File: config.mk
export PLATFORM = sky130hd
export DESIGN_NAME = sjsc_sqrt_cell
export DESIGN_NICKNAME = d
export VERILOG_FILES = /design/src/rtl/sjsc_pkg.sv /design/src/rtl/sjsc_sqrt_cell.sv
export SDC_FILE = /design/constraint.sdc
export NUM_CORES = 1
export LEC_CHECK = 0
export CORE_AREA = 3 3 186 188
export CTS_CLUSTER_SIZE = 30
export DETAILED_ROUTE_END_ITERATION = 8
export DIE_AREA = 0 0 189 191
export DONT_BUFFER_PORTS = 1
export REMOVE_ABC_BUFFERS = 1
export SYNTH_ARGS = -nofsm -noshare
export SYNTH_HDL_FRONTEND = slang
export SYNTH_SLANG_ARGS = --single-unit
File: constraint.sdc
create_clock -name clk_i -period 0.8 [get_ports clk_i]
set_input_delay 0.04 -clock clk_i [delete_from_list [all_inputs] [get_ports clk_i]]
set_output_delay 0.04 -clock clk_i [all_outputs]
set_load 0.005 [all_outputs]
File: src/rtl/sjsc_pkg.sv
// sjsc_pkg: shared constants for the joint smoothing check
// no dependencies
package sjsc_pkg;
  localparam int unsigned DistW = 32;
  localparam logic [DistW-1:0] DistMax = '1;
  localparam int unsigned Axes = 3;
endpackage

File: src/rtl/sjsc_sqrt_cell.sv
// sjsc_sqrt_cell: one digit-by-digit square root cell, one root bit per cycle while en_i is high
// uses sjsc_pkg
module sjsc_sqrt_cell import sjsc_pkg::*; #(
  parameter int unsigned RTW = 34,
  parameter int unsigned PW  = 97
) (
  input  logic             clk_i,
  input  logic             rst_ni,
  input  logic             en_i,
  input  logic             valid_i,
  input  logic [2*RTW-1:0] rad_i,
  input  logic [RTW+1:0]   rem_i,
  input  logic [RTW-1:0]   root_i,
  input  logic [PW-1:0]    pass_i,
  output logic             valid_o,
  output logic [2*RTW-1:0] rad_o,
  output logic [RTW+1:0]   rem_o,
  output logic [RTW-1:0]   root_o,
  output logic [PW-1:0]    pass_o
);
  logic [RTW+3:0] cand, sub;
  logic [RTW+4:0] diff;
  logic ge;

  // bring in two radicand bits, try 4*root+1
  always_comb begin
    cand = {rem_i, rad_i[2*RTW-1 -: 2]};
    sub  = {2'b00, root_i, 2'b01};
    diff = {1'b0, cand} - {1'b0, sub};
    ge   = ~diff[RTW+4];
  end

  always_ff @(posedge clk_i) begin
    if (en_i) begin
      rad_o  <= {rad_i[2*RTW-3:0], 2'b00};
      rem_o  <= ge ? diff[RTW+1:0] : cand[RTW+1:0];
      root_o <= {root_i[RTW-2:0], ge};
      pass_o <= pass_i;
    end
  end

  always_ff @(posedge clk_i or negedge rst_ni) begin
    if (!rst_ni) begin
      valid_o <= 1'b0;
    end else if (en_i) begin
      valid_o <= valid_i;
    end
  end
endmodule

==> summary.txt <==
Final layout
  – Filler cells: 2927
  – Area overhead of the layout relative to synthesis: 51.6%
  – Number of diodes added for antenna fixing: 0
  – Storage element area: 0.00702 sq mm
  – Final core occ: 44.5%
  – Total area of multi-input combinational cells: 0.00282 sq mm
  – Commonest cells after routing, fill and taps aside: dlygate4sd3_1, edfxtp_1, buf_4
  – Number of standard cells in the layout, taps in and fillers out: 1449
  – Final-stage net count: 1257
  – Leading cell type in the layout, fill and taps excluded: dlygate4sd3_1
  – Fraction of final layout cells with drive strength greater than 1: 26.1%

Worst setup path
  – Critical Path Source Type: input port
  – Reg2Reg Setup Slack: 0.04 ns
  – Worst Reg-to-Reg Cells: 1
  – Worst Path Max Fanout: 8
  – Reg-to-reg endpoint: valid_o
  – Crit. End Element: flip-flop
  – WP data required: 1.07 ns
  – Type of the worst setup path: input port to flip-flop
  – Startpoint of the worst-slack reg-to-reg timing path: valid_o
  – Data arrival time of the worst path: 2.24 ns

Power and ir drop
  – PwrDens: 2160 mW/mm^2
  – IR drop worst, VDD: 1.53 mV
  – Post-layout power: 31900 uW
  – Leakage: 0.00572 uW

Timing
  – Count of pins over their slew limit: 0
  – Final worst path period need: 1.97 ns
  – Final setup margin: -1.17 ns
  – Unrepaired setup endpoints after global routing: yes
  – Achievable Freq: 508 MHz
  – Hold Worst Slack: -0.366 ns
  – Number of failing hold endpoints at the final stage: 235
  – Setup-violating endpoint count in the final report: 271
  – Layout Skew: 0 ns
  – Fraction of the cycle the final worst path needs: 246%

Route
  – Routed metal-1 wire length: 11300 um
  – Amount of wire on met2 after detailed routing: 16200 um
  – Count of vias placed by the detailed router: 6745
  – Average vias per placed instance: 4.65
  – Uppermost layer routed: met4
  – Pre-antenna DRT Iters: 5
  – Routed wirelength normalized by instance count: 22.0 um
  – Violation count after the first detailed-route iteration: 318
  – Antenna Violating Nets Remaining: 0
  – Detail Route met3 WL: 2860 um
  – Residual DRC count: 0
  – Detailed Route WL: 31900 um

Outcome
  – Violations in the final reports: negative hold slack, negative setup slack
  – Run status: finished, violations left

Floorplan
  – Die outline area: 0.0361 sq mm
  – Y dimension of the die: 191 um
  – Core Box Area: 0.0333 sq mm
  – Initial core utilization: 29.3%
  – I/O pin cnt: 475
  – Site Rows: 67
  – Die Width: 189 um

Place
  – Routability cong.: 0.845
  – Cell Count Post-Placement: 1157
  – Half-perimeter wire length after detailed placement: 21600 um
  – Quantity of I/O buffers inserted on ports: 0

Synthesis
  – Mux contribution to synthesized area: 5.16%
  – Biggest area contributors in the synthesized netlist: edfxtp_1, ha_1, mux2_4, xnor2_1, a21oi_1
  – Share of synthesized cell area in full adder, half adder and majority cells: 4.48%
  – Combinational family with the most area after synthesis: compound AO/OA/AOI/OAI gates
  – Portion of the post-synthesis area used by sequential elements: 71.9%
  – Async set-reset flop share out of synthesis: 0.427%
  – Flip-flop and latch count after synthesis: 234
  – Most used flip-flop cell after synthesis: edfxtp_1
  – Warnings from Yosys: 0
  – Synthesized-area fraction occupied by ao, oa, aoi and oai cells: 7.80%
  – Basic-gate share of the synthesized area counting and, or, nand and nor cells: 4.57%
  – Mapped Avg Cell Area: 16.1 sq um
  – Number of synthesized flops with an enable pin: 233
  – Cell area after technology mapping: 0.00977 sq mm
  – Distinct cell type count after synthesis: 59
  – Fraction of synthesized cell area in xor and xnor cells: 2.69%
  – Area fraction of the dominant cell type after synthesis: 71.6%
  – Area leader, netlist: edfxtp_1
  – Cell count after synthesis: 606

Min path
  – Launch point of the worst hold path: en_i
  – Endpoint of the worst hold path: pass_o[61]
  – Worst Hold Path Cells: 0
  – Classification of the worst-slack hold path: input port to flip-flop

Global routing
  – Global-route wire length before repair: 44700 um
  – Largest net degree at the start of global routing: 235
  – GRT Residual Overflow: 0
  – Global routing usage summed across all routing layers: 16.5%
  – Initial antenna violation count: 0
  – Via count of the first global-routing pass: 7020

Clock network
  – Clock tree from TritonCTS: done
  – CTS Buffer Depth: 3
  – Number of clock sinks seen by CTS: 234
  – CTS H-tree depth: 1
  – Num CTS Buffers: 24
  – Root Buffer: clkbuf_16
  – Source-to-sink clock delay at the later pin of the worst-skew pair: 0.52 ns
  – Post-CTS clock slew at the launch and capture registers of the worst setup and hold paths: 0.06 ns

Run
  – Max cap viols: 0
## area by class of cell
cell class	count	share of cell area, %
Clock inverter	17	1.27
Inverter	49	1.31
Sequential cell	234	47.4
Timing Repair Buffer	366	23.0
Clock buffer	27	4.13
Tap cell	448	3.79
Multi-Input combinational cell	308	19.1
## power breakdown
group	internal (uW)	total (uW)	switching [uW]
combinational	3010	4870	1870
sequential	14900	15800	875
clock	6550	11300	4710
## metrics by stage
step	worst slack (ns)	cell area, sq um	TNS [ns]
5_1_grt	-1.21	14800	-93.32
3_5_place_dp	-1.95	11100	-70.82
3_3_place_gp	-1.88	11100	-68.48
2_1_floorplan	-2.63	9630	-93.19
4_1_cts	-1.13	14700	-88.27
6_report	-1.17	14800	-82.26
## state kept, by name, indices dropped and copies added (netlist names)
name and flops:
pass_o 97, rad_o 66, rem_o 36, root_o 34
valid_o 1
## kinds of logic after synthesis
kind of cell	count (synthesis)
buffers and inverters	65
adders and majority gates	35
muxes	36
xor gates and xnor gates	30
AOI/OAI and AO/OA	117
other	1
and+or+nand+nor	88
DFF	234
## metal layers
metal	vias up	global-route usage, %
met4	0	7.56
met5	-	0
met1	3276	17.6
met2	322	28.9
li1	3060	-
met3	87	6.16
## synthesized netlist by cell type, types with 3 or more instances
cell type / count
a211oi_1: 5
a21o_1: 12
a21oi_1: 40
a31oi_1: 4
and2_1: 3
and3_1: 4
buf_12: 3
buf_2: 4
buf_6: 3
clkbuf_1: 4
edfxtp_1: 233
ha_1: 35
inv_1: 49
mux2_2: 7
mux2_4: 27
nand2_1: 20
nand2b_1: 4
nand3_1: 7
nand4_1: 8
nor2_1: 21
nor2b_1: 4
nor3_1: 4
nor4_1: 3
o211ai_1: 3
o21a_1: 4
o21ai_0: 21
or2_2: 3
xnor2_1: 23
xor2_1: 7
## worst max-delay path by stage
stage / startpoint / to / cells past startpoint
2_1_floorplan: root_i[0] / rem_o[2] / 10
6_report: root_i[14] / rem_o[14] / 12
3_3_place_gp: root_i[2] / rem_o[12] / 11
5_1_grt: rem_i[15] / rem_o[14] / 10
4_1_cts: root_i[21] / rem_o[2] / 13
3_5_place_dp: root_i[2] / rem_o[22] / 11
## critical path, stage by stage
cell	delay [ns]
inv_1	0.06
ha_4	0.21
buf_4	0.14
nand2_1	0.09
o21bai_4	0.07
a221o_1	0.32
a31o_1	0.21
a31oi_4	0.16
o221ai_2	0.13
o21a_4	0.31
clkbuf_16	0.19
mux2_4	0.29
## what timing repair did
item,4_1_cts,5_1_grt
hold buffers,232,2
setup endpoints to repair,271,271
setup buffers,11,2
gates cloned,1,1
resized for setup,68,10
hold endpoints to repair,467,237
pin swaps,10,5
Power figures use the tool's default switching activity.
