[src/rtl/sjsc_pkg.sv]
// sjsc_pkg: shared constants for the joint smoothing check
// no dependencies
package sjsc_pkg;
  localparam int unsigned DistW = 32;
  localparam logic [DistW-1:0] DistMax = '1;
  localparam int unsigned Axes = 3;
endpackage

[src/rtl/sjsc_div_cell.sv]
// sjsc_div_cell: one restoring division cell, one quotient bit per cycle while en_i is high
// uses sjsc_pkg
module sjsc_div_cell import sjsc_pkg::*; #(
  parameter int unsigned DW = 68,
  parameter int unsigned PW = 165
) (
  input  logic          clk_i,
  input  logic          rst_ni,
  input  logic          en_i,
  input  logic          valid_i,
  input  logic [DW-1:0] rem_i,
  input  logic [DW-1:0] num_i,
  input  logic [DW-1:0] quo_i,
  input  logic [DW-1:0] den_i,
  input  logic [PW-1:0] pass_i,
  output logic          valid_o,
  output logic [DW-1:0] rem_o,
  output logic [DW-1:0] num_o,
  output logic [DW-1:0] quo_o,
  output logic [DW-1:0] den_o,
  output logic [PW-1:0] pass_o
);
  logic [DW:0] trial, diff;
  logic ge;

  // trial subtract of the divisor
  always_comb begin
    trial = {rem_i, num_i[DW-1]};
    diff  = trial - {1'b0, den_i};
    ge    = ~diff[DW];
  end

  always_ff @(posedge clk_i) begin
    if (en_i) begin
      rem_o  <= ge ? diff[DW-1:0] : trial[DW-1:0];
      num_o  <= {num_i[DW-2:0], 1'b0};
      quo_o  <= {quo_i[DW-2:0], ge};
      den_o  <= den_i;
      pass_o <= pass_i;
    end
  end

  always_ff @(posedge clk_i or negedge rst_ni) begin
    if (!rst_ni) begin
      valid_o <= 1'b0;
    end else if (en_i) begin
      valid_o <= valid_i;
    end
  end
endmodule

[config.mk]
export PLATFORM = sky130hd
export DESIGN_NAME = sjsc_div_cell
export DESIGN_NICKNAME = d
export VERILOG_FILES = /design/src/rtl/sjsc_pkg.sv /design/src/rtl/sjsc_div_cell.sv
export SDC_FILE = /design/constraint.sdc
export NUM_CORES = 1
export LEC_CHECK = 0
export BUFFER_PORTS_ARGS = -buffer_cell sky130_fd_sc_hd__buf_2
export CORE_AREA = 5 5 341 343
export DETAILED_ROUTE_END_ITERATION = 10
export DIE_AREA = 0 0 346 348
export PLACE_DENSITY_LB_ADDON = 0.3
export SYNTH_ARGS = -nofsm -noshare
export SYNTH_HDL_FRONTEND = slang
export SYNTH_SLANG_ARGS = --single-unit
[constraint.sdc]
create_clock -name clk_i -period 1.1 [get_ports clk_i]
set_input_delay 0 -clock clk_i [delete_from_list [all_inputs] [get_ports clk_i]]
set_output_delay 0 -clock clk_i [all_outputs]
set_load 0.005 [all_outputs]
==> summary.txt, run 1 <==
Status
  • Status: finished with violations
  • Failing checks: hold timing, setup timing

Critical path
  • Reg2reg start: valid_o$_DFFE_PN0P_
  • Worst Setup Start Kind: input port
  • CP startpoint: num_i[67]
  • Crit-path max FO: 7
  • Worst r2r path cells: 1
  • Critical setup path kind: in -> reg
  • WP data required: 1.47 ns
  • WP data arrival: 3.12 ns
  • CP Capture Type: register

Layout
  • Most common cell after layout, fill and taps aside: buf_2
  • Multi-input logic area: 4960 um^2
  • Reg area: 13,100 um^2
  • Most frequent cells in the layout: buf_2 (809), dlygate4sd3_1 (439), edfxtp_1 (436)
  • Final-stage net count: 3,353
  • Area growth syn-to-layout: 86.0%
  • Share of cells above drive strength 1: 0.479
  • Cell Count, Final, Fillers Out: 4,407
  • # fillers: 11,700

Job
  • Max-cap violations: 0

Floorplan
  • Die X-Extent: 346 um
  • Core Area: 113,000 um^2
  • IO Pins: 879
  • Initial core utilization: 0.161
  • Die Y-Extent: 348 um
  • Num rows: 124
  • Die area: 120,000 um^2

Timing
  • Actual slew at the worst max-slew pin: 0.560 ns
  • Post-route setup slack: -1.65 ns
  • Achievable frequency: 364 MHz
  • Post-route minimum period: 2.75 ns
  • Hold slack: -0.239 ns
  • Clk_skew: 0 ns
  • Number of hold violations in the final report: 1
  • RSZ-0062 raised after global routing: true
  • Final setup viols: 407
  • Crit share post-route: 2.50
  • Slew margin rel.: 0.623
  • Final Max Slew Viols: 0

Yosys
  • Yosys warns: 0
  • Library cells used by synthesis: 66
  • Top cells by area, synth: edfxtp_1 (72%), ha_1 (4.7%), mux2_2 (3.7%), a21oi_1 (2.7%), xnor2_1 (1.8%)
  • Synth top area share: 0.718
  • Synth Flop Type: edfxtp_1
  • Mapped Cells: 1,168
  • Post-synthesis sequential area ratio: 0.719
  • Post-Syn Area: 18,200 um^2
  • Post-synthesis net count: 1,678
  • Post-synthesis area per instance: 15.6 um^2
  • Post-synth ARST share: 0.00229
  • Post-synth EDFFs: 436
  • Post-synth top area cell: edfxtp_1
  • Synth Register Bits: 437

Power and ir drop
  • Power Dens Cells: 1450 nW/um^2
  • Clock Power Share: 0.348
  • Total power: 49.0 mW
  • P_sw: 13.2 mW
  • Sw frac: 0.269
  • Peak VDD IR: 1020 uV
  • Comb power frac: 0.228
  • Seq pwr share: 0.424
  • Cell-internal power: 35.9 mW
  • Static leakage: 14.8 nW

Placed design
  • # placed instances: 3,851
  • # port buffers: 876
  • Gp weighted congestion: 0.855
  • HPWL after DPL: 72.7 mm

Hold path
  • WHS Path Cells: 2
  • Hold Path Class: in -> reg
  • Beginning of the worst hold path: rem_i[0]

Global routing
  • Antenna violations before repair: 26
  • Gr ovfl total: 0
  • Largest net degree at the start of global routing: 51
  • First-pass GRT wire length: 128 mm
  • Vias in the first global route: 17,800
  • Gr usage total: 0.146

Detailed routing
  • DRC: 0
  • Avg Vias per Cell: 3.81
  • Detail Route Antenna Nets: 0
  • Via Count: 16,800
  • WL/cell: 21.0 um
  • Routed WL: 92.6 mm
  • DR pass1 iterations: 5
  • Initial drt markers: 784

Clock tree
  • Worst skew pair latency: 0.62 ns
  • CTS clk-pin slew, worst paths: 0.06 ns
  • CTS Buffer Depth: 3
  • Root Driver: clkbuf_16
  • TritonCTS buffer count: 53
  • CTS H-tree lvls: 2
  • Clock Sinks: 437
  • CTS tree: done
## state kept, by name, summed over array words and instances (netlist names)
| register | cells |
|---|---|
| pass_o | 165 |
| quo_o | 68 |
| num_o | 67 |
| den_o | 68 |
| valid_o | 1 |
| rem_o | 68 |
## cell families (layout without fill, tap and decap cells)
family	count (synthesis)	count (layout)	share of synthesized area
and+or+nand+nor	174	174	0.0453
buffers and inverters	108	1827	0.0246
xor gates and xnor gates	65	65	0.0316
DFF	437	437	0.719
other	1	9	0.000206
adders and majority gates	69	69	0.0477
AOI/OAI and AO/OA	245	245	0.0871
muxes	69	69	0.0442
## stage by stage
step                      cell area, um^2  setup slack [ns]  hold WS [ns]  utilization  TNS [ns]
final                               33900             -1.65        -0.239        0.300   -122.59
after global routing                33900             -1.76        -0.281        0.299   -163.87
after CTS                           33700             -1.60        -0.355        0.298   -151.56
after detailed placement            27000             -2.40        -0.223        0.238   -163.52
after global placement              27000             -2.35        -0.224        0.238   -160.38
after floorplan                     18300             -2.07        -0.296            -   -137.42
## final timing paths
kind                                       endpoint  slack, ns
worst min register to register  valid_o$_DFFE_PN0P_       0.53
worst max-delay path            rem_o[34]$_DFFE_PP_      -1.65
worst max register to register  valid_o$_DFFE_PN0P_       0.35
min in group asynchronous       valid_o$_DFFE_PN0P_       0.19
max in group asynchronous       valid_o$_DFFE_PN0P_       0.81
worst min-delay path             rem_o[1]$_DFFE_PP_      -0.24
## timing repair
action	4_1_cts	5_1_grt
setup endpoints to repair	506	506
hold buffers	438	1
hold endpoints to repair	642	2
setup buffers	5	2
pin swaps	10	5
cloned	3	1
gates resized for setup	175	29
## layout make-up
| type | count | area share |
|---|---|---|
| antenna | 8 | 0.000590 |
| inverter | 82 | 0.00955 |
| clock buffer | 67 | 0.0406 |
| sequential | 437 | 0.387 |
| clock inverter | 32 | 0.00785 |
| timing repair buffer | 1646 | 0.353 |
| tap | 1512 | 0.0558 |
| multi-input combinational | 623 | 0.146 |
## cell usage after synthesis (6+ instances only)
library cell    n
xor2_1         26
o211ai_1        6
nand3_1         8
nand2_1        56
xnor2_1        38
ha_1           68
a21boi_0        6
nand2b_1        7
a21oi_1        97
mux2_2         60
mux2_4          8
nor3_1         15
a21o_1         29
and3_1          6
nor2_1         44
inv_1          82
o21ai_0        44
buf_4           6
o21bai_1       19
edfxtp_1      436
nand4_1        17
clkbuf_1       16
## critical path, cell delays in order
cell	delay [ns]
buf_8	0.11
inv_12	0.04
ha_4	0.15
inv_2	0.04
fa_2	0.33
a21o_1	0.19
a221oi_2	0.28
and4_1	0.27
nor2_4	0.06
a21oi_4	0.21
o21ai_2	0.11
a221oi_4	0.29
o21ai_2	0.12
xor2_4	0.17
buf_12	0.17
buf_12	0.13
buf_16	0.14
mux2_4	0.29
## power by group through the flow
stage	clock network, mW	registers [mW]	logic [mW]
after floorplan	0	21.1	2.93
after global placement	0	21.1	9.04
after detailed placement	0	21.0	9.02
after CTS	17.8	20.8	11.1
after global routing	18.4	20.9	12.0
final	17.1	20.8	11.2
## metal layers
layer / vias up / global-route usage / routed length [um]
met5: - / 0 / 64
met4: 10 / 0.0623 / 4680
met3: 159 / 0.0412 / 6510
met2: 687 / 0.263 / 46700
met1: 8115 / 0.161 / 34600
li1: 7817 / - / -
(Power assumes the default switching activity.)
==> run 2, diff against run 1 <==
Settings changed: MAX_ROUTING_LAYER set to met4.
==> summary.txt, run 2 (synthesis gave the netlist of run 1 again) <==
Status
  • Status: finished with violations
  • Failing checks: hold timing, setup timing

Hold path
  • Hold Path Class: in -> reg
  • Beginning of the worst hold path: rem_i[0]
  • Hold Crit Endpoint: rem_o[1]$_DFFE_PP_
  • WHS Path Cells: 2 (unchanged)

Job
  • Max-cap violations: 0 (unchanged)

Placed design
  • Placed cell areas: 27,000 um^2 (unchanged)
  • Post-place setup slack: -2.40 ns (unchanged)
  • Gp weighted congestion: 0.868 (+1.6%)
  • # port buffers: 876 (unchanged)
  • HPWL after DPL: 72.7 mm (unchanged)

Timing
  • Number of hold violations in the final report: 1 (unchanged)
  • Post-route setup slack: -1.65 ns (-0.0000100 ns)
  • Actual slew at the worst max-slew pin: 0.515 ns (-0.0449 ns)
  • Final Max Slew Viols: 0 (unchanged)
  • Final setup TNS: -122.46 ns (+0.139 ns)
  • Clk_skew: 0 ns (unchanged)
  • Achievable frequency: 364 MHz (about the same)
  • Final setup viols: 401 (-1.5%)
  • Post-route minimum period: 2.75 ns (+0.0000100 ns)
  • Slew margin rel.: 0.653 (+0.0303)
  • RSZ-0062 raised after global routing: true
  • Hold slack: -0.236 ns (+0.00270 ns)
  • Crit share post-route: 2.50 (about the same)

Detailed routing
  • Routed WL: 92.6 mm (about the same)
  • Avg Vias per Cell: 3.81 (about the same)
  • Initial drt markers: 1,001 (+28%)
  • Via Count: 16,800 (+0.024%)
  • Detail Route Antenna Nets: 0 (unchanged)
  • DR pass1 iterations: 5 (unchanged)
  • WL/cell: 21.0 um (about the same)
  • DRC: 0 (unchanged)

Critical path
  • Largest delay contributor family on the critical path: compound AO/OA/AOI/OAI gates
  • Crit path cell chain: buf_8 -> inv_12 -> ha_4 -> inv_2 -> fa_2 -> a21o_1 -> a221oi_2 -> and4_1 -> nor2_4 -> a21oi_4 -> o21ai_2 -> a221oi_4 -> o21ai_2 -> xor2_4 -> buf_12 -> buf_12 -> buf_16 -> mux2_4
  • Worst R2R Setup Slack: 0.34 ns (about the same)
  • WP data required: 1.47 ns (about the same)
  • Reg2reg start: valid_o$_DFFE_PN0P_
  • Critical setup path kind: in -> reg
  • CP Capture Type: register
  • Crit-path max FO: 7 (unchanged)
  • Worst r2r path cells: 1 (unchanged)
  • FF-to-FF End: valid_o$_DFFE_PN0P_
  • CP bufs+invs: 6 (unchanged)
  • Worst Setup Start Kind: input port
  • Worst path max stage delay: 0.33 ns (about the same)
  • WP data arrival: 3.11 ns (about the same)
  • CP max-delay cell: fa_2

Global routing
  • Antenna violations before repair: 23 (-12%)
  • Vias in the first global route: 17,700 (-0.13%)
  • Gr ovfl total: 0 (unchanged)
  • First-pass GRT wire length: 128 mm (-0.12%)
  • Largest net degree at the start of global routing: 51 (unchanged)
  • Gr usage total: 0.150 (+0.00431)

Floorplan
  • Die Y-Extent: 348 um (unchanged)
  • Die X-Extent: 346 um (unchanged)
  • IO Pins: 879 (unchanged)
  • Num rows: 124 (unchanged)
  • Core Area: 113,000 um^2 (unchanged)
  • Die area: 120,000 um^2 (unchanged)
  • Initial core utilization: 0.161 (unchanged)

Power and ir drop
  • Seq pwr share: 0.424 (about the same)
  • Static leakage: 14.8 nW (about the same)
  • Sw frac: 0.269 (about the same)
  • Power Dens Cells: 1440 nW/um^2 (about the same)
  • P_sw: 13.2 mW (about the same)
  • Cell-internal power: 35.9 mW (about the same)
  • Peak VDD IR: 1030 uV (+0.95%)
  • Comb power frac: 0.228 (about the same)
  • Clock Power Share: 0.348 (about the same)

Clock tree
  • CTS H-tree lvls: 2 (unchanged)
  • TritonCTS buffer count: 53 (unchanged)
  • CTS Buffer Depth: 3 (unchanged)
  • CTS tree: done
  • Worst skew pair latency: 0.62 ns (about the same)
  • Clock Sinks: 437 (unchanged)
  • Root Driver: clkbuf_16
  • CTS clk-pin slew, worst paths: 0.06 ns (about the same)

Layout
  • Most common cell after layout, fill and taps aside: buf_2
  • Most frequent cells in the layout: buf_2 (809), dlygate4sd3_1 (439), edfxtp_1 (436)
  • Area growth syn-to-layout: 86.1% (about the same)
  • # fillers: 11,700 (+0.0086%)
  • Share of cells above drive strength 1: 0.479 (unchanged)
  • Final-stage net count: 3,353 (unchanged)
  • Largest register FFs: 165 (unchanged)
  • Largest Register: pass_o
  • Fin area: 33,900 um^2 (about the same)
## run 2: power groups by stage
stage	clock, mW	sequential, mW	combinational (mW)
finish	17.1	20.8	11.2
global route	18.4	20.9	12.0
floorplan	0	21.1	2.93
global placement	0	21.1	9.04
detailed placement	0	21.0	9.02
CTS	17.8	20.8	11.1
## run 2: what timing repair did
item / CTS / global route
endpoints found under the hold margin: 642 / 2
setup endpoints to repair: 506 / 506
gates cloned: 3 / 1
resized for setup: 175 / 29
buffers inserted: 5 / 2
pin swaps: 10 / 5
hold buffers: 438 / 1
## run 2: metrics by stage
step / power [mW] / cells / utilization / hold WS (ns)
finish: 49.0 / 4411 / 0.300 / -0.236
global placement: 30.1 / 3851 / 0.238 / -0.224
detailed placement: 30.0 / 3851 / 0.238 / -0.223
global route: 51.3 / 4408 / 0.300 / -0.280
floorplan: 24.1 / 1168 / - / -0.296
CTS: 49.7 / 4395 / 0.298 / -0.355
## run 2: per-layer routing
layer,share of wire,vias up,global-route usage
met5,0,-,-
met4,0.047,0,0.0603
met3,0.060,142,0.0345
met2,0.51,667,0.264
met1,0.39,8157,0.165
li1,-,7826,-
## run 2: final cells by class
class	instances	area [um^2]	area share
flip-flops and latches	437	13100	0.387
well taps	1512	1890	0.0557
diodes	12	30.0	0.000885
clock buffers	67	1380	0.0406
inverters	82	324	0.00955
clock inverters	32	267	0.00785
repair buffers	1646	12000	0.353
multi-input cells	623	4960	0.146
## run 2: worst max-delay path by stage
stage                                     end  slack (ns)  startpoint  cells after the start
final                     rem_o[34]$_DFFE_PP_       -1.65   num_i[67]                     18
after global routing      rem_o[37]$_DFFE_PP_       -1.76   num_i[67]                     18
after CTS                 rem_o[15]$_DFFE_PP_       -1.60   num_i[67]                     17
after detailed placement  rem_o[36]$_DFFE_PP_       -2.40   num_i[67]                     16
after global placement    rem_o[47]$_DFFE_PP_       -2.35   num_i[67]                     16
after floorplan           rem_o[59]$_DFFE_PP_       -2.07   num_i[67]                     16
==> run 3, diff against run 2 <==
Settings changed: ABC_AREA set to 1, CORE_AREA 5 5 341 343 to 5 5 342 344, DIE_AREA 0 0 346 348 to 0 0 347 349.
==> summary.txt, run 3 <==
Status
  • Status: finished with violations
  • Failing checks: setup timing

Clock tree
  • TritonCTS buffer count: 53 (unchanged)
  • CTS clk-pin slew, worst paths: 0.06 ns (about the same)
  • CTS tree: done
  • Clock Sinks: 437 (unchanged)
  • Root Driver: clkbuf_16
  • Worst skew pair latency: 0.62 ns (about the same)
  • CTS Buffer Depth: 3 (unchanged)
  • CTS H-tree lvls: 2 (unchanged)

Power and ir drop
  • Static leakage: 17.6 nW (+19%)
  • Power Dens Cells: 1340 nW/um^2 (-7.1%)
  • Peak VDD IR: 865 uV (-16%)
  • Total power: 50.3 mW (+2.7%)

Hold path
  • Hold Path Class: in -> reg
  • Hold Crit Endpoint: rem_o[20]$_DFFE_PP_
  • WHS Path Cells: 5 (+3)
  • Beginning of the worst hold path: rem_i[19]

Floorplan
  • Initial core utilization: 0.178 (+0.0166)
  • Num rows: 124 (unchanged)
  • Die Y-Extent: 349 um (+0.29%)
  • Die area: 121,000 um^2 (+0.58%)
  • Core Area: 114,000 um^2 (+0.27%)
  • IO Pins: 879 (unchanged)
  • Die X-Extent: 347 um (+0.29%)

Yosys
  • Synth top area share: 0.649 (-0.0689)
  • Post-synthesis net count: 2,466 (+47%)
  • Synth Flop Type: edfxtp_1
  • Post-synth top area cell: edfxtp_1
  • Library cells used by synthesis: 37 (-44%)
  • Synth cell count leaders: nand2_1 (705), edfxtp_1 (436), inv_1 (307)
  • Post-synthesis area per instance: 10.3 um^2 (-34%)
  • Synth Register Bits: 437 (unchanged)
  • Post-synth EDFFs: 436 (unchanged)
  • Mapped Cells: 1,956 (+67%)
  • Top cells by area, synth: edfxtp_1 (65%), nand2_1 (13%), inv_1 (5.7%), ha_1 (4.2%), nor2_1 (2.3%)
  • Post-synth ARST share: 0.00229 (unchanged)
  • Post-synthesis sequential area ratio: 0.650 (-0.0690)
  • Count leader, synth: nand2_1
  • Yosys warns: 0 (unchanged)
  • Post-Syn Area: 20,200 um^2 (+11%)

Placed design
  • # port buffers: 876 (unchanged)
  • Post-place setup slack: -1.51 ns (+0.884 ns)
  • HPWL after DPL: 90.4 mm (+24%)
  • # placed instances: 4,683 (+22%)
  • Gp weighted congestion: 0.900 (+3.6%)

Detailed routing
  • WL/cell: 21.3 um (+1.5%)
  • Initial drt markers: 1,156 (+15%)
  • Routed WL: 112 mm (+21%)
  • Via Count: 20,600 (+23%)
  • Detail Route Antenna Nets: 0 (unchanged)
  • Avg Vias per Cell: 3.91 (+2.6%)
  • DR pass1 iterations: 5 (unchanged)
  • DRC: 0 (unchanged)

Critical path
  • Worst r2r path cells: 1 (unchanged)
  • Worst Setup Start Kind: input port
  • Worst R2R Setup Slack: 0.36 ns (+0.02 ns)
  • Largest delay contributor family on the critical path: buffers and inverters
  • CP max-delay cell: ha_4
  • Crit path cell chain: buf_4 -> inv_1 -> ha_4 -> nand2_2 -> nor2_1 -> buf_4 -> nand2_1 -> inv_1 -> a21oi_2 -> nand2_4 -> nand2_4 -> nand2_4 -> nand2_4 -> nand2_8 -> buf_12 -> clkbuf_16 -> nand2_4 -> nand2_2
  • Worst path max stage delay: 0.24 ns (-0.09 ns)
  • Reg2reg start: valid_o$_DFFE_PN0P_
  • CP most frequent cell: nand2_4
  • CP bufs+invs: 6 (unchanged)
  • WP data required: 1.48 ns (about the same)
  • CP Capture Type: register
  • Critical setup path kind: in -> reg
  • WP data arrival: 2.06 ns (-1.05 ns)
  • FF-to-FF End: valid_o$_DFFE_PN0P_
  • Crit-path max FO: 6 (-1)

Global routing
  • First-pass GRT wire length: 152 mm (+19%)
  • Antenna violations before repair: 38 (+65%)
  • Gr ovfl total: 0 (unchanged)
  • Vias in the first global route: 21,400 (+21%)
  • Gr usage total: 0.179 (+0.0293)
  • Largest net degree at the start of global routing: 56 (+9.8%)

Layout
  • Cell Count, Final, Fillers Out: 5,275 (+20%)
  • # fillers: 11,900 (+2.2%)
  • Area growth syn-to-layout: 86.0% (about the same)
  • Most common cell after layout, fill and taps aside: buf_2
  • Final-stage net count: 4,207 (+25%)
  • Largest register FFs: 165 (unchanged)
  • Largest Register: pass_o
  • Share of cells above drive strength 1: 0.436 (-0.0423)
  • Most frequent cells in the layout: buf_2 (809), nand2_1 (586), dlygate4sd3_1 (444)

Timing
  • Number of hold violations in the final report: 0 (-1)
  • Final setup viols: 469 (+17%)
  • RSZ-0062 raised after global routing: true
  • Achievable frequency: 594 MHz (+63%)
  • Clk_skew: 0 ns (unchanged)
  • Crit share post-route: 1.53 (-0.968)
  • Post-route setup slack: -0.584 ns (+1.07 ns)
  • Final Max Slew Viols: 0 (unchanged)
  • Post-route minimum period: 1.68 ns (-1.07 ns)

Job
  • Max-cap violations: 0 (unchanged)
[run 3: cell types whose count changed after synthesis, sizes merged, moves of 29 or more]
| cell | before | now |
|---|---|---|
| inv | 82 | 311 |
| nor2 | 44 | 125 |
| xnor2 | 38 | 0 |
| a21o | 29 | 0 |
| nand2 | 57 | 725 |
| mux2 | 68 | 1 |
| nand3 | 8 | 68 |
[run 3: per-stage QoR]
| step | utilization | area (um^2) | setup TNS, ns | hold slack [ns] |
|---|---|---|---|---|
| 2_1_floorplan | - | 20200 | -56.56 | -0.296 |
| 3_3_place_gp | 0.257 | 29200 | -98.32 | -0.217 |
| 3_5_place_dp | 0.257 | 29200 | -99.19 | -0.218 |
| 4_1_cts | 0.319 | 36200 | -83.54 | -0.391 |
| 5_1_grt | 0.330 | 37500 | -92.03 | 0.0322 |
| 6_report | 0.330 | 37500 | -54.48 | 0.0559 |
[run 3: timing repair]
action,in CTS,in global routing
setup buffers,8,8
endpoints found under the setup margin,506,506
resized for setup,199,255
hold buffers,440,4
gates cloned,5,6
pin swaps,24,47
endpoints found under the hold margin,713,3
[run 3: layout make-up]
class	count	area, um^2	area share
clock buffer	65	1370	0.0365
multi-input combinational	1193	7100	0.189
inverter	311	1190	0.0316
sequential	437	13100	0.350
timing repair buffer	1701	12500	0.333
antenna	23	57.6	0.00153
clock inverter	33	298	0.00793
tap	1512	1890	0.0504
[run 3: power breakdown]
group / total, mW / switching [mW] / internal [mW]
clock: 17.0 / 7.39 / 9.61
sequential: 20.7 / 0.574 / 20.1
combinational: 12.7 / 6.55 / 6.11
total: 50.3 / 14.5 / 35.8
[run 3: cell families (layout without fill, tap and decap cells)]
group / Yosys count / count (layout) / synth area share
AND/OR/NAND/NOR: 944 / 944 / 0.187
flip-flops: 437 / 437 / 0.650
buffers and inverters: 326 / 2110 / 0.0643
AO/OA/AOI/OAI: 139 / 139 / 0.0378
adder cells (fa/ha/maj): 69 / 69 / 0.0432
XOR/XNOR: 39 / 39 / 0.0169
other: 1 / 24 / 0.000186
multiplexers: 1 / 1 / 0.000558
[run 3: layer usage]
metal	up-vias	part of all wire	track usage
li1	9897	-	-
met1	9827	0.39	0.195
met2	715	0.52	0.320
met3	162	0.062	0.0453
met4	0	0.036	0.0613
met5	-	0	-
[run 3: worst max path at each step]
stage | from | cells after the start | end
after floorplan | num_i[67] | 19 | rem_o[28]$_DFFE_PP_
after global placement | den_i[45] | 15 | rem_o[52]$_DFFE_PP_
after detailed placement | den_i[45] | 15 | rem_o[52]$_DFFE_PP_
after CTS | num_i[67] | 20 | rem_o[20]$_DFFE_PP_
after global routing | den_i[40] | 16 | rem_o[59]$_DFFE_PP_
final | den_i[30] | 18 | rem_o[60]$_DFFE_PP_
[run 3: tightest hold or removal path, cell delays in order]
cell	delay [ns]
buf_2	0.10
ha_1	0.20
xor2_1	0.09
nand2_1	0.08
nand2_2	0.05
